### src/hw/rtl/stb_pkg.sv
// ----------------------------------------------------------------------------
// stb_pkg: shared types and codes of the software timer bank
// Transaction structs, operation and event codes, sequencer states.
// ----------------------------------------------------------------------------
package stb_pkg;

	localparam int TIMERS_DEF = 8;
	localparam int TIDX_W     = 6;
	localparam int TIME_W     = 32;
	localparam int KIND_W     = 3;

	localparam logic [1:0] FUNC_START = 2'd0;
	localparam logic [1:0] FUNC_STOP  = 2'd1;
	localparam logic [1:0] FUNC_TICK  = 2'd2;

	localparam logic [KIND_W-1:0] KIND_START_OK  = 3'd0;
	localparam logic [KIND_W-1:0] KIND_START_BAD = 3'd1;
	localparam logic [KIND_W-1:0] KIND_STOP      = 3'd2;
	localparam logic [KIND_W-1:0] KIND_IDLE_TICK = 3'd3;
	localparam logic [KIND_W-1:0] KIND_EXPIRED   = 3'd4;

	typedef struct packed {
		logic [1:0]        func;
		logic [TIDX_W-1:0] timer_index;
		logic [TIME_W-1:0] delay_period;
		logic              is_periodic;
		logic [TIME_W-1:0] tick_span;
	} req_t;

	typedef struct packed {
		logic [KIND_W-1:0] event_kind;
		logic [TIDX_W-1:0] fired_index;
		logic [TIME_W-1:0] now_time;
		logic              last;
	} rsp_t;

	typedef struct packed {
		logic              we_rem;
		logic              we_per;
		logic [TIDX_W-1:0] addr;
		logic [TIME_W-1:0] rem;
		logic [TIME_W-1:0] per;
	} mem_wr_t;

	typedef enum logic [1:0] {
		ST_IDLE,
		ST_SCAN,
		ST_FLUSH
	} state_t;

endpackage

### src/hw/rtl/software_timer_bank.sv
// ----------------------------------------------------------------------------
// software_timer_bank: start/stop result registered in the cycle after accept
// tick: each timer is scanned in turn, then the flush state loads the last
// result; one timer per cycle on the store read port and the shared subtract
// unit unless an output stall holds the scan; busy until the tick completes
// reset clears armed and mode flags and the clock; time stores need no clearing
// ----------------------------------------------------------------------------
module software_timer_bank #(
	parameter int TIMERS = stb_pkg::TIMERS_DEF
) (
	input  logic          clk,
	input  logic          arst_n,
	input  logic          req_valid,
	output logic          req_ready,
	input  stb_pkg::req_t req,
	output logic          rsp_valid,
	input  logic          rsp_ready,
	output stb_pkg::rsp_t rsp
);

	localparam int IW = (TIMERS > 1) ? $clog2(TIMERS) : 1;

	stb_pkg::state_t state_q, state_d;

	logic [TIMERS-1:0]          armed_q;
	logic [TIMERS-1:0]          reload_q;
	logic [IW-1:0]              idx_q;
	logic [stb_pkg::TIME_W-1:0] clock_q;
	logic [stb_pkg::TIME_W-1:0] elapsed_q;
	logic                       pend_valid_q;
	logic [IW-1:0]              pend_idx_q;
	logic                       rsp_valid_q;
	stb_pkg::rsp_t              rsp_q;

	stb_pkg::mem_wr_t           mem_wr;
	logic                       mem_re;
	logic [IW-1:0]              mem_raddr;
	logic [stb_pkg::TIME_W-1:0] rd_rem, rd_per;
	logic [stb_pkg::TIME_W-1:0] diff;
	logic                       gt;

	logic          accept, slot_free, idx_ok, is_last_idx;
	logic          armed_cur, expire, emit_pend, advance;
	logic          tick_acc, start_acc, stop_acc, flush_done;
	logic          rsp_load;
	stb_pkg::rsp_t rsp_d;

	stb_time_mem #(.TIMERS(TIMERS)) u_mem (
		.clk    (clk),
		.wr     (mem_wr),
		.re     (mem_re),
		.raddr  (mem_raddr),
		.rd_rem (rd_rem),
		.rd_per (rd_per)
	);

	stb_sub_unit u_sub (
		.a    (rd_rem),
		.b    (elapsed_q),
		.diff (diff),
		.gt   (gt)
	);

	assign slot_free   = !rsp_valid_q || rsp_ready;
	assign req_ready   = (state_q == stb_pkg::ST_IDLE) && slot_free;
	assign accept      = req_valid && req_ready;
	assign idx_ok      = {1'b0, req.timer_index} < 7'(TIMERS);
	assign is_last_idx = idx_q == IW'(TIMERS - 1);
	assign armed_cur   = armed_q[idx_q];
	assign expire      = armed_cur && !gt;
	assign emit_pend   = expire && pend_valid_q;
	assign rsp_valid   = rsp_valid_q;
	assign rsp         = rsp_q;

	always_ff @(posedge clk or negedge arst_n) begin
		if (!arst_n) begin
			state_q <= stb_pkg::ST_IDLE;
		end else begin
			state_q <= state_d;
		end
	end

	always_comb begin
		state_d    = state_q;
		mem_wr     = '0;
		mem_re     = 1'b0;
		mem_raddr  = '0;
		rsp_load   = 1'b0;
		rsp_d      = '0;
		tick_acc   = 1'b0;
		start_acc  = 1'b0;
		stop_acc   = 1'b0;
		advance    = 1'b0;
		flush_done = 1'b0;
		rsp_d.now_time = clock_q;
		case (state_q)
			stb_pkg::ST_IDLE: begin
				if (accept) begin
					case (req.func)
						stb_pkg::FUNC_START: begin
							rsp_load = 1'b1;
							rsp_d.last = 1'b1;
							if (idx_ok) begin
								start_acc = 1'b1;
								mem_wr.we_rem = 1'b1;
								mem_wr.we_per = 1'b1;
								mem_wr.addr = req.timer_index;
								mem_wr.rem = req.delay_period;
								mem_wr.per = req.delay_period;
								rsp_d.event_kind = stb_pkg::KIND_START_OK;
							end else begin
								rsp_d.event_kind = stb_pkg::KIND_START_BAD;
							end
						end
						stb_pkg::FUNC_STOP: begin
							stop_acc = idx_ok;
							rsp_load = 1'b1;
							rsp_d.last = 1'b1;
							rsp_d.event_kind = stb_pkg::KIND_STOP;
						end
						stb_pkg::FUNC_TICK: begin
							tick_acc = 1'b1;
							mem_re = 1'b1;
							mem_raddr = '0;
							state_d = stb_pkg::ST_SCAN;
						end
						default: begin
						end
					endcase
				end
			end
			stb_pkg::ST_SCAN: begin
				advance = !emit_pend || slot_free;
				if (advance) begin
					mem_wr.we_rem = armed_cur && (gt || reload_q[idx_q]);
					mem_wr.addr = stb_pkg::TIDX_W'(idx_q);
					mem_wr.rem = gt ? diff : rd_per;
					if (emit_pend) begin
						rsp_load = 1'b1;
						rsp_d.event_kind = stb_pkg::KIND_EXPIRED;
						rsp_d.fired_index = stb_pkg::TIDX_W'(pend_idx_q);
						rsp_d.last = 1'b0;
					end
					if (is_last_idx) begin
						state_d = stb_pkg::ST_FLUSH;
					end else begin
						mem_re = 1'b1;
						mem_raddr = idx_q + 1'b1;
					end
				end
			end
			stb_pkg::ST_FLUSH: begin
				if (slot_free) begin
					flush_done = 1'b1;
					rsp_load = 1'b1;
					rsp_d.last = 1'b1;
					if (pend_valid_q) begin
						rsp_d.event_kind = stb_pkg::KIND_EXPIRED;
						rsp_d.fired_index = stb_pkg::TIDX_W'(pend_idx_q);
					end else begin
						rsp_d.event_kind = stb_pkg::KIND_IDLE_TICK;
					end
					state_d = stb_pkg::ST_IDLE;
				end
			end
			default: begin
				state_d = stb_pkg::ST_IDLE;
			end
		endcase
	end

	always_ff @(posedge clk or negedge arst_n) begin
		if (!arst_n) begin
			armed_q <= '0;
			reload_q <= '0;
			clock_q <= '0;
			pend_valid_q <= 1'b0;
			rsp_valid_q <= 1'b0;
		end else begin
			if (start_acc) begin
				armed_q[req.timer_index[IW-1:0]] <= 1'b1;
				reload_q[req.timer_index[IW-1:0]] <= req.is_periodic;
			end
			if (stop_acc) begin
				armed_q[req.timer_index[IW-1:0]] <= 1'b0;
			end
			if (advance && expire && !reload_q[idx_q]) begin
				armed_q[idx_q] <= 1'b0;
			end
			if (tick_acc) begin
				clock_q <= clock_q + req.tick_span;
			end
			if (advance && expire) begin
				pend_valid_q <= 1'b1;
			end else if (flush_done) begin
				pend_valid_q <= 1'b0;
			end
			if (rsp_load) begin
				rsp_valid_q <= 1'b1;
			end else if (rsp_ready) begin
				rsp_valid_q <= 1'b0;
			end
		end
	end

	always_ff @(posedge clk) begin
		if (tick_acc) begin
			elapsed_q <= req.tick_span;
			idx_q <= '0;
		end else if (advance && !is_last_idx) begin
			idx_q <= idx_q + 1'b1;
		end
		if (advance && expire) begin
			pend_idx_q <= idx_q;
		end
		if (rsp_load) begin
			rsp_q <= rsp_d;
		end
	end

	a_busy_not_ready: assert property (@(posedge clk) disable iff (!arst_n)
		(state_q != stb_pkg::ST_IDLE) |-> !req_ready)
		else $error("request taken during tick scan");

	a_idle_no_pend: assert property (@(posedge clk) disable iff (!arst_n)
		(state_q == stb_pkg::ST_IDLE) |-> !pend_valid_q)
		else $error("pending expiry left after tick");

	a_idle_tick_last: assert property (@(posedge clk) disable iff (!arst_n)
		(rsp_valid && rsp.event_kind == stb_pkg::KIND_IDLE_TICK) |-> rsp.last)
		else $error("idle tick result not marked last");

	a_flush_to_idle: assert property (@(posedge clk) disable iff (!arst_n)
		(state_q == stb_pkg::ST_FLUSH && slot_free) |=> (state_q == stb_pkg::ST_IDLE))
		else $error("flush did not complete");

endmodule

### src/hw/rtl/stb_time_mem.sv
// ----------------------------------------------------------------------------
// stb_time_mem: remaining time and period store
// One write port, one registered read port, both stores share the address.
// ----------------------------------------------------------------------------
module stb_time_mem #(
	parameter int TIMERS = stb_pkg::TIMERS_DEF
) (
	input  logic                              clk,
	input  stb_pkg::mem_wr_t                  wr,
	input  logic                              re,
	input  logic [((TIMERS > 1) ? $clog2(TIMERS) : 1)-1:0] raddr,
	output logic [stb_pkg::TIME_W-1:0]        rd_rem,
	output logic [stb_pkg::TIME_W-1:0]        rd_per
);

	localparam int IW = (TIMERS > 1) ? $clog2(TIMERS) : 1;

	logic [stb_pkg::TIME_W-1:0] rem_mem [TIMERS];
	logic [stb_pkg::TIME_W-1:0] per_mem [TIMERS];

	always_ff @(posedge clk) begin
		if (wr.we_rem) begin
			rem_mem[wr.addr[IW-1:0]] <= wr.rem;
		end
		if (wr.we_per) begin
			per_mem[wr.addr[IW-1:0]] <= wr.per;
		end
	end

	always_ff @(posedge clk) begin
		if (re) begin
			rd_rem <= rem_mem[raddr];
			rd_per <= per_mem[raddr];
		end
	end

endmodule

### src/hw/rtl/stb_sub_unit.sv
// ----------------------------------------------------------------------------
// stb_sub_unit: shared countdown unit
// Subtracts elapsed time from remaining time and flags remaining above elapsed.
// ----------------------------------------------------------------------------
module stb_sub_unit (
	input  logic [stb_pkg::TIME_W-1:0] a,
	input  logic [stb_pkg::TIME_W-1:0] b,
	output logic [stb_pkg::TIME_W-1:0] diff,
	output logic                       gt
);

	logic [stb_pkg::TIME_W:0] wide;

	assign wide = {1'b0, a} - {1'b0, b};
	assign diff = wide[stb_pkg::TIME_W-1:0];
	assign gt   = !wide[stb_pkg::TIME_W] && (diff != '0);

endmodule
### config.mk
export PLATFORM = sky130hd
export DESIGN_NAME = software_timer_bank
export DESIGN_NICKNAME = d
export VERILOG_FILES = /design/src/hw/rtl/stb_pkg.sv /design/src/hw/rtl/software_timer_bank.sv /design/src/hw/rtl/stb_time_mem.sv /design/src/hw/rtl/stb_sub_unit.sv
export SDC_FILE = /design/constraint.sdc
export NUM_CORES = 1
export LEC_CHECK = 0
export BUFFER_PORTS_ARGS = -buffer_cell sky130_fd_sc_hd__buf_4
export CAP_MARGIN = 20
export CORE_ASPECT_RATIO = 1.5
export CORE_MARGIN = 1
export CORE_UTILIZATION = 55
export CTS_BUF_LIST = sky130_fd_sc_hd__clkbuf_16
export CTS_CLUSTER_DIAMETER = 40
export DETAILED_ROUTE_END_ITERATION = 10
export PLACE_DENSITY = 0.7
export SYNTH_ARGS = -nofsm -noshare
export SYNTH_HDL_FRONTEND = slang
export SYNTH_SLANG_ARGS = --single-unit
### constraint.sdc
create_clock -name clk -period 9.6 [get_ports clk]
set_input_delay 1.92 -clock clk [delete_from_list [all_inputs] [get_ports clk]]
set_output_delay 1.92 -clock clk [all_outputs]
set_load 0.005 [all_outputs]
==> out/metrics.csv, run 1 <==
stage,metric,value,unit
run_status,status,completed,
timing,slew_viol_final,0,
grt,grt_usage,0.2808,
yosys,synthCells,2554,
yosys,synth_top_family_by_area,compound AO/OA/AOI/OAI gates,
timing,tns,0,ns
yosys,yosysUniqueCellTypes,86,
worst_setup_path,reg2reg_depth,16,
layout,layoutNonFillerInstCount,3464,
worst_setup_path,crit_path_start,elapsed_q[0],
worst_setup_path,critPathLaunchType,register,
hold_path,hold_end,rsp[11],
yosys,synth_fa_ha_area_frac,0.02910,
yosys,synthXorXnorAreaFrac,0.01280,
floorplanning,start_util,0.5557,
grt,grt_max_degree,110,
timing,relSlewSlack,0.3056,
yosys,yosysMostFrequentCell,edfxtp_1,
yosys,synth-async-reset-ratio,0.07376,
route,initialDrtViolationCount,1966,
timing,hold_viol_final,0,
clock_tree,cts_tree,yes,
floorplanning,num_io_pins,121,
grt,grt_pass1_wl,122.4,mm
timing,max_freq,156.9,MHz
clock_tree,cts_resized,0,
worst_setup_path,r2r-start,elapsed_q[0],
worst_setup_path,criticalPathCategory,register to register,
placed_design,placed_area,33040,um^2
yosys,synth_compound_area_frac,0.1304,
pwr,p_leak,13.61,nW
floorplanning,die_w,197.3,um
clock_tree,holdBufCountCts,0,
layout,nFillCells,4275,
yosys,synthMuxAreaShare,0.01714,
grt,overflow,0,
placed_design,numPortBuffers,117,
yosys,synth-simple-area-share,0.1157,
floorplanning,die_height,295.0,um
worst_setup_path,path_max_fanout,109,
timing,rsz0062_at_grt,no,
clock_tree,post_cts_buffers,0,
clock_tree,root_buffer,clkbuf_16,
timing,skew,0.02669,ns
yosys,ys_seq_elements,705,
timing,worstMarginPinSlew,1.042,ns
route,routed_wirelength,81.06,mm
route,num_vias,21340,
grt,antenna_found_initial,1,
yosys,ys.flop_type,edfxtp_1,
placed_design,dpl.cell_count,3322,
pwr,ir_worst_vdd,0.2321,mV
floorplanning,core_area,56630,um^2
yosys,synth.area.top_cells,"edfxtp_1, nor2_1, dfrtp_1",
floorplanning,dieArea,58200,um^2
timing,finalSetupViolCount,0,
worst_setup_path,required,9.97,ns
yosys,yosys.area.top_type_share,0.6203,
layout,drive_gt1_frac,0.1222,
placed_design,routabilityCongestion,0.9576,
yosys,synth_top_cells_by_count,"edfxtp_1, nor2_1, a21oi_1, o22ai_1, o21ai_0",
worst_setup_path,critPathArrivalTime,6.74,ns
worst_setup_path,crit_path_end_kind,register,
clock_tree,clock_sinks,705,
route,drc,0,
hold_path,worstHoldStart,clock_q[10],
yosys,synth-edff-count,650,
grt,grt_pass1_vias,21090,
yosys,ys_warn_count,0,
clock_tree,numCtsBuffers,77,
job,cap_violations,0,
clock_tree,cts.path.max_buffers,3,
route,drt_first_pass_iters,7,
yosys,synth_top_area_cell,edfxtp_1,
placed_design,preCtsSetupSlack,3.455,ns
clock_tree,clk_latency,0.64,ns
placed_design,dpl.hpwl,48.31,mm
hold_path,worstHoldPathType,register to register,
route,wire_per_inst,23.40,um
timing,period_minus_slack,6.375,ns
layout,syn2layout_area_growth,12.95,%
layout,utilization,0.6276,
yosys,yosysSeqAreaShare,0.6635,
layout,n_antenna_cell,0,
clock_tree,clkTransAtPathRegs,0.06,ns
worst_setup_path,r2r-end,u_mem.rd_per[7],
clock_tree,cts_htree_levels,3,
route,drtAntennaViolNets,0,
route,routed_via_density,6.161,
layout,fin_area,35540,um^2
layout,final_nets,2788,
floorplanning,fp-row-count,107,
timing,fin_crit_sh,0.6641,
worst_setup_path,r2r_setup_slack,3.23,ns
hold_path,hold_depth,0,
timing,timing.final.ws_setup,3.225,ns
pwr,p_per_area,347.4,nW/um^2
yosys,avgSynthCellArea,12.32,um^2
yosys,netlist_area,31470,um^2
flip-flops by register name, indices dropped and copies added, names as in the netlist, 2 cells and up:
register	cells
u_mem.per_mem	256
u_mem.rem_mem	256
rsp	39
clock_q	32
elapsed_q	32
u_mem.rd_per	32
u_mem.rd_rem	32
armed_q	8
reload_q	8
idx_q	3
pend_idx_q	3
state_q	2
final cells by class:
class | count | area (um^2) | area share
well taps | 763 | 954.7 | 0.02686
repair buffers | 151 | 1159 | 0.03260
clock inverters | 63 | 528.0 | 0.01485
inverters | 68 | 255.2 | 0.007181
clock buffers | 78 | 1952 | 0.05491
flip-flops and latches | 705 | 20880 | 0.5874
multi-input cells | 1636 | 9816 | 0.2762
worst max-delay path, cell delays in order, from the launching register on:
cell and delay [ns]:
edfxtp_1 0.41, ha_1 0.23, fa_1 0.40, nor2b_1 0.18, o2111ai_1 0.21, a31oi_1 0.28, nor2_1 0.11, o21ai_0 0.74
a21o_1 0.19, a21oi_1 0.06, o21ba_2 0.21, a21boi_2 0.43, nand2_1 0.62, nor3_4 0.79, buf_12 0.39, o21ai_0 0.23
o22ai_1 0.41
metal layers:
layer / global-route usage / part of all wire
met2: 0.4781 / 0.50
met1: 0.3570 / 0.39
met4: 0.1237 / 0.033
met5: 0 / 0
met3: 0.04118 / 0.075
where the power goes:
group / internal (W) / switching [W]
Combinational: 0.00175 / 0.00341
Sequential: 0.00409 / 0.000215
Clock: 0.00164 / 0.00123
cells by family after synthesis:
group / Yosys count
simple gates: 794
flops: 705
compound gates: 671
buf+inv: 215
fa+ha+maj: 72
mux: 50
xor+xnor: 46
other cells: 1
how the worst max path moves through the flow:
stage	end	slack, ns	cells past startpoint
floorplan	u_mem.rd_per[0]	1.23	15
finish	u_mem.rd_per[7]	3.23	16
CTS	u_mem.rd_rem[9]	3.39	16
global placement	u_mem.rd_rem[3]	3.55	16
detailed placement	u_mem.rd_rem[9]	3.45	16
global route	u_mem.rd_rem[3]	2.98	16
stage by stage:
step | total power, W | hold slack (ns)
final | 0.01235 | 0.4779
after global routing | 0.01299 | 0.5009
after CTS | 0.01233 | 0.4847
after detailed placement | 0.009455 | 0.4692
after global placement | 0.009345 | 0.4571
after floorplan | 0.007948 | 0.4348
cell usage in the layout, fill, tap and decap left out, types with 5 or more instances in the layout:
| master | netlist | routed |
|---|---|---|
| buf_4 | 6 | 149 |
| inv_6 | 0 | 8 |
| nor3_1 | 23 | 22 |
| and3_1 | 8 | 8 |
| o21bai_1 | 35 | 35 |
| a211o_1 | 5 | 5 |
| nor2_1 | 453 | 440 |
| a21o_1 | 21 | 21 |
| nand2_1 | 93 | 92 |
| a211oi_1 | 11 | 11 |
| nand2b_1 | 11 | 10 |
| nor2b_1 | 13 | 12 |
| o21a_1 | 7 | 7 |
| clkinvlp_4 | 0 | 7 |
| bufinv_16 | 0 | 5 |
| clkinv_4 | 0 | 6 |
| nor2_4 | 0 | 13 |
| a31oi_1 | 17 | 17 |
| mux2i_1 | 37 | 37 |
| edfxtp_1 | 650 | 650 |
| o211ai_1 | 8 | 8 |
| a21oi_1 | 191 | 187 |
| clkbuf_16 | 0 | 78 |
| nand4_1 | 10 | 10 |
| inv_1 | 67 | 87 |
| mux2_2 | 10 | 10 |
| nand3_1 | 29 | 29 |
| or3_1 | 74 | 74 |
| clkinv_1 | 1 | 8 |
| o22ai_1 | 184 | 184 |
| o2111ai_1 | 5 | 5 |
| nor4_1 | 7 | 7 |
| o22ai_2 | 10 | 10 |
| xor2_1 | 20 | 20 |
| dfrtp_1 | 52 | 52 |
| o31ai_1 | 6 | 6 |
| o21ai_0 | 133 | 132 |
| xnor2_1 | 26 | 26 |
| ha_1 | 70 | 69 |
| and2_1 | 46 | 46 |
No activity file was read; power rests on OpenSTA's default activity.
==> inputs of run 2 (changes only) <==
Clock period 9.6 ns to 6.6 ns, I/O delays scaled along.
==> out/metrics.csv, run 2 (synthesized netlist as in run 1, its figures left out) <==
stage,metric,value,unit,change
layout,layout_common_cells,"edfxtp_1, nor2_1, a21oi_1",,
pwr,ir_worst_vdd,0.5165,mV,+120%
grt,grt_pass1_wl,123.8,mm,+1.2%
timing,fin_crit_sh,0.8891,,+0.2250
pwr,power.share.combinational,0.421,,+0.002
layout,final_nets,2797,,+0.32%
hold_path,worstHoldPathType,register to register,,
layout,layoutNonFillerInstCount,3470,,+0.17%
clock_tree,clock_sinks,705,,unchanged
timing,finalSetupViolCount,0,,unchanged
pwr,switching_share,0.3941,,+0.0004279
grt,grt_max_degree,157,,+43%
clock_tree,post_cts_buffers,0,,unchanged
worst_setup_path,critPathArrivalTime,6.23,ns,-0.51 ns
layout,utilization,0.6306,,+0.002982
pwr,power_frac_seq,0.345,,-0.004
route,routed_wirelength,81.26,mm,+0.25%
worst_setup_path,required,6.96,ns,-3.01 ns
timing,period_minus_slack,5.868,ns,-0.5069 ns
layout,syn2layout_area_growth,13.49,%,
route,drtAntennaViolNets,0,,unchanged
pwr,p_switching,0.007184,W,+48%
timing,max_freq,170.4,MHz,+8.6%
layout,drive_gt1_frac,0.1264,,+0.004209
clock_tree,clkTransAtPathRegs,0.06,ns,about the same
route,drt_first_pass_iters,8,,+1
worst_setup_path,crit_path_end_kind,register,,
worst_setup_path,criticalPathCategory,register to register,,
floorplanning,dieArea,58200,um^2,unchanged
route,num_vias,21700,,+1.7%
timing,worstMarginPinSlew,1.035,ns,-0.006138 ns
timing,skew,0.02998,ns,+0.003298 ns
run_status,status,completed,,
pwr,p_leak,13.64,nW,+0.21%
timing,relSlewSlack,0.3097,,+0.004092
placed_design,dpl.cell_count,3334,,+0.36%
worst_setup_path,critPathLaunchType,register,,
route,wire_per_inst,23.42,um,about the same
clock_tree,cts_resized,0,,unchanged
clock_tree,cts.path.max_buffers,3,,unchanged
route,initialDrtViolationCount,2050,,+4.3%
clock_tree,root_buffer,clkbuf_16,,
grt,overflow,0,,unchanged
clock_tree,cts_tree,yes,,
route,routed_via_density,6.253,,+1.5%
grt,grt_usage,0.2819,,+0.001132
layout,fin_area,35710,um^2,+0.48%
timing,hold_viol_final,0,,unchanged
placed_design,placed_area,33180,um^2,+0.41%
pwr,clkPwrFrac,0.235,,+0.002
floorplanning,core_area,56630,um^2,unchanged
timing,rsz0062_at_grt,no,,
floorplanning,die_w,197.3,um,unchanged
worst_setup_path,path_max_fanout,156,,+43%
job,cap_violations,0,,unchanged
placed_design,numPortBuffers,117,,unchanged
pwr,p_int,0.01104,W,+48%
clock_tree,holdBufCountCts,0,,unchanged
grt,antenna_found_initial,1,,unchanged
pwr,p_per_area,510.4,nW/um^2,+47%
route,drc,0,,unchanged
grt,grt_pass1_vias,21650,,+2.7%
timing,slew_viol_final,0,,unchanged
floorplanning,num_io_pins,121,,unchanged
layout,final_common_cell,edfxtp_1,,
floorplanning,start_util,0.5557,,unchanged
layout,nFillCells,4239,,-0.84%
floorplanning,die_height,295.0,um,unchanged
floorplanning,fp-row-count,107,,unchanged
clock_tree,numCtsBuffers,75,,-2.6%
placed_design,dpl.hpwl,49.44,mm,+2.3%
clock_tree,cts_htree_levels,3,,unchanged
placed_design,routabilityCongestion,0.9434,,-1.5%
clock_tree,clk_latency,0.63,ns,about the same
timing,tns,0,ns,unchanged
run 2: cell count changes in the layout (fill, tap and decap cells not counted):
cell	change
inv_1	-12
buf_4	+8
clkinv_1	+5
inv_6	-5
buf_12	+3
bufinv_16	+3
clkinv_8	+3
clkinvlp_4	+3
clkinv_4	-1
diode_2	+1
inv_16	-1
inv_8	-1
nand2_2	+1
nand2_4	-1
run 2: layout make-up:
type,instances,area (um^2),share of cell area
Multi-Input combinational cell,1636,9811,0.2747
Sequential cell,705,20880,0.5847
Clock inverter,57,579.3,0.01622
Tap cell,763,954.7,0.02673
Timing Repair Buffer,162,1279,0.03581
Inverter,68,255.2,0.007147
Antenna cell,1,2.502,0.00007007
Clock buffer,78,1952,0.05465
run 2: layer usage:
metal | vias up | GRT usage | share of wire
met5 | - | 0 | 0.00016
met4 | 2 | 0.1146 | 0.029
met3 | 175 | 0.03867 | 0.075
met2 | 1043 | 0.4912 | 0.51
met1 | 10750 | 0.3540 | 0.38
li1 | 9731 | - | -
run 2: worst max-delay path: stages, from the launching register on:
cell and delay, ns:
edfxtp_1 0.41, ha_1 0.23, fa_1 0.40, nor2b_1 0.19, o2111ai_1 0.20, a31oi_1 0.33, nor2_1 0.14, o21ai_0 0.72
a21o_1 0.19, a21oi_1 0.06, o21ba_2 0.23, a21boi_2 0.41, and2_4 0.46, buf_12 0.56, o22ai_1 0.15, or3_1 0.35
o22ai_1 0.38
run 2: path summary, 6_finish.rpt:
kind	start	end	slack, ns	cells past startpoint
hold reg to reg	clock_q[31]	clock_q[31]	0.47	1
max in group asynchronous	arst_n	reload_q[2]	5.30	1
hold / removal	clock_q[31]	clock_q[31]	0.47	1
min in group asynchronous	arst_n	clock_q[23]	0.78	1
setup reg to reg	elapsed_q[0]	u_mem.rd_rem[3]	0.73	16
setup / recovery	elapsed_q[0]	u_mem.rd_rem[3]	0.73	16
run 2: metrics by stage:
stage / total power, W / hold WS [ns] / setup slack, ns
2_1_floorplan: 0.01154 / 0.4348 / 0.8725
3_3_place_gp: 0.01372 / 0.4557 / 0.9098
3_5_place_dp: 0.01388 / 0.4582 / 0.8006
4_1_cts: 0.01817 / 0.4769 / 0.7828
5_1_grt: 0.01914 / 0.4949 / 0.4195
6_report: 0.01823 / 0.4733 / 0.7320
run 2: power by group through the flow:
stage	Combinational (W)	Sequential (W)	Clock, W
after floorplan	0.00532	0.00622	0
after global placement	0.00736	0.00635	0
after detailed placement	0.00751	0.00637	0
final	0.00767	0.00629	0.00428
after global routing	0.00832	0.00633	0.00450
after CTS	0.00757	0.00627	0.00433
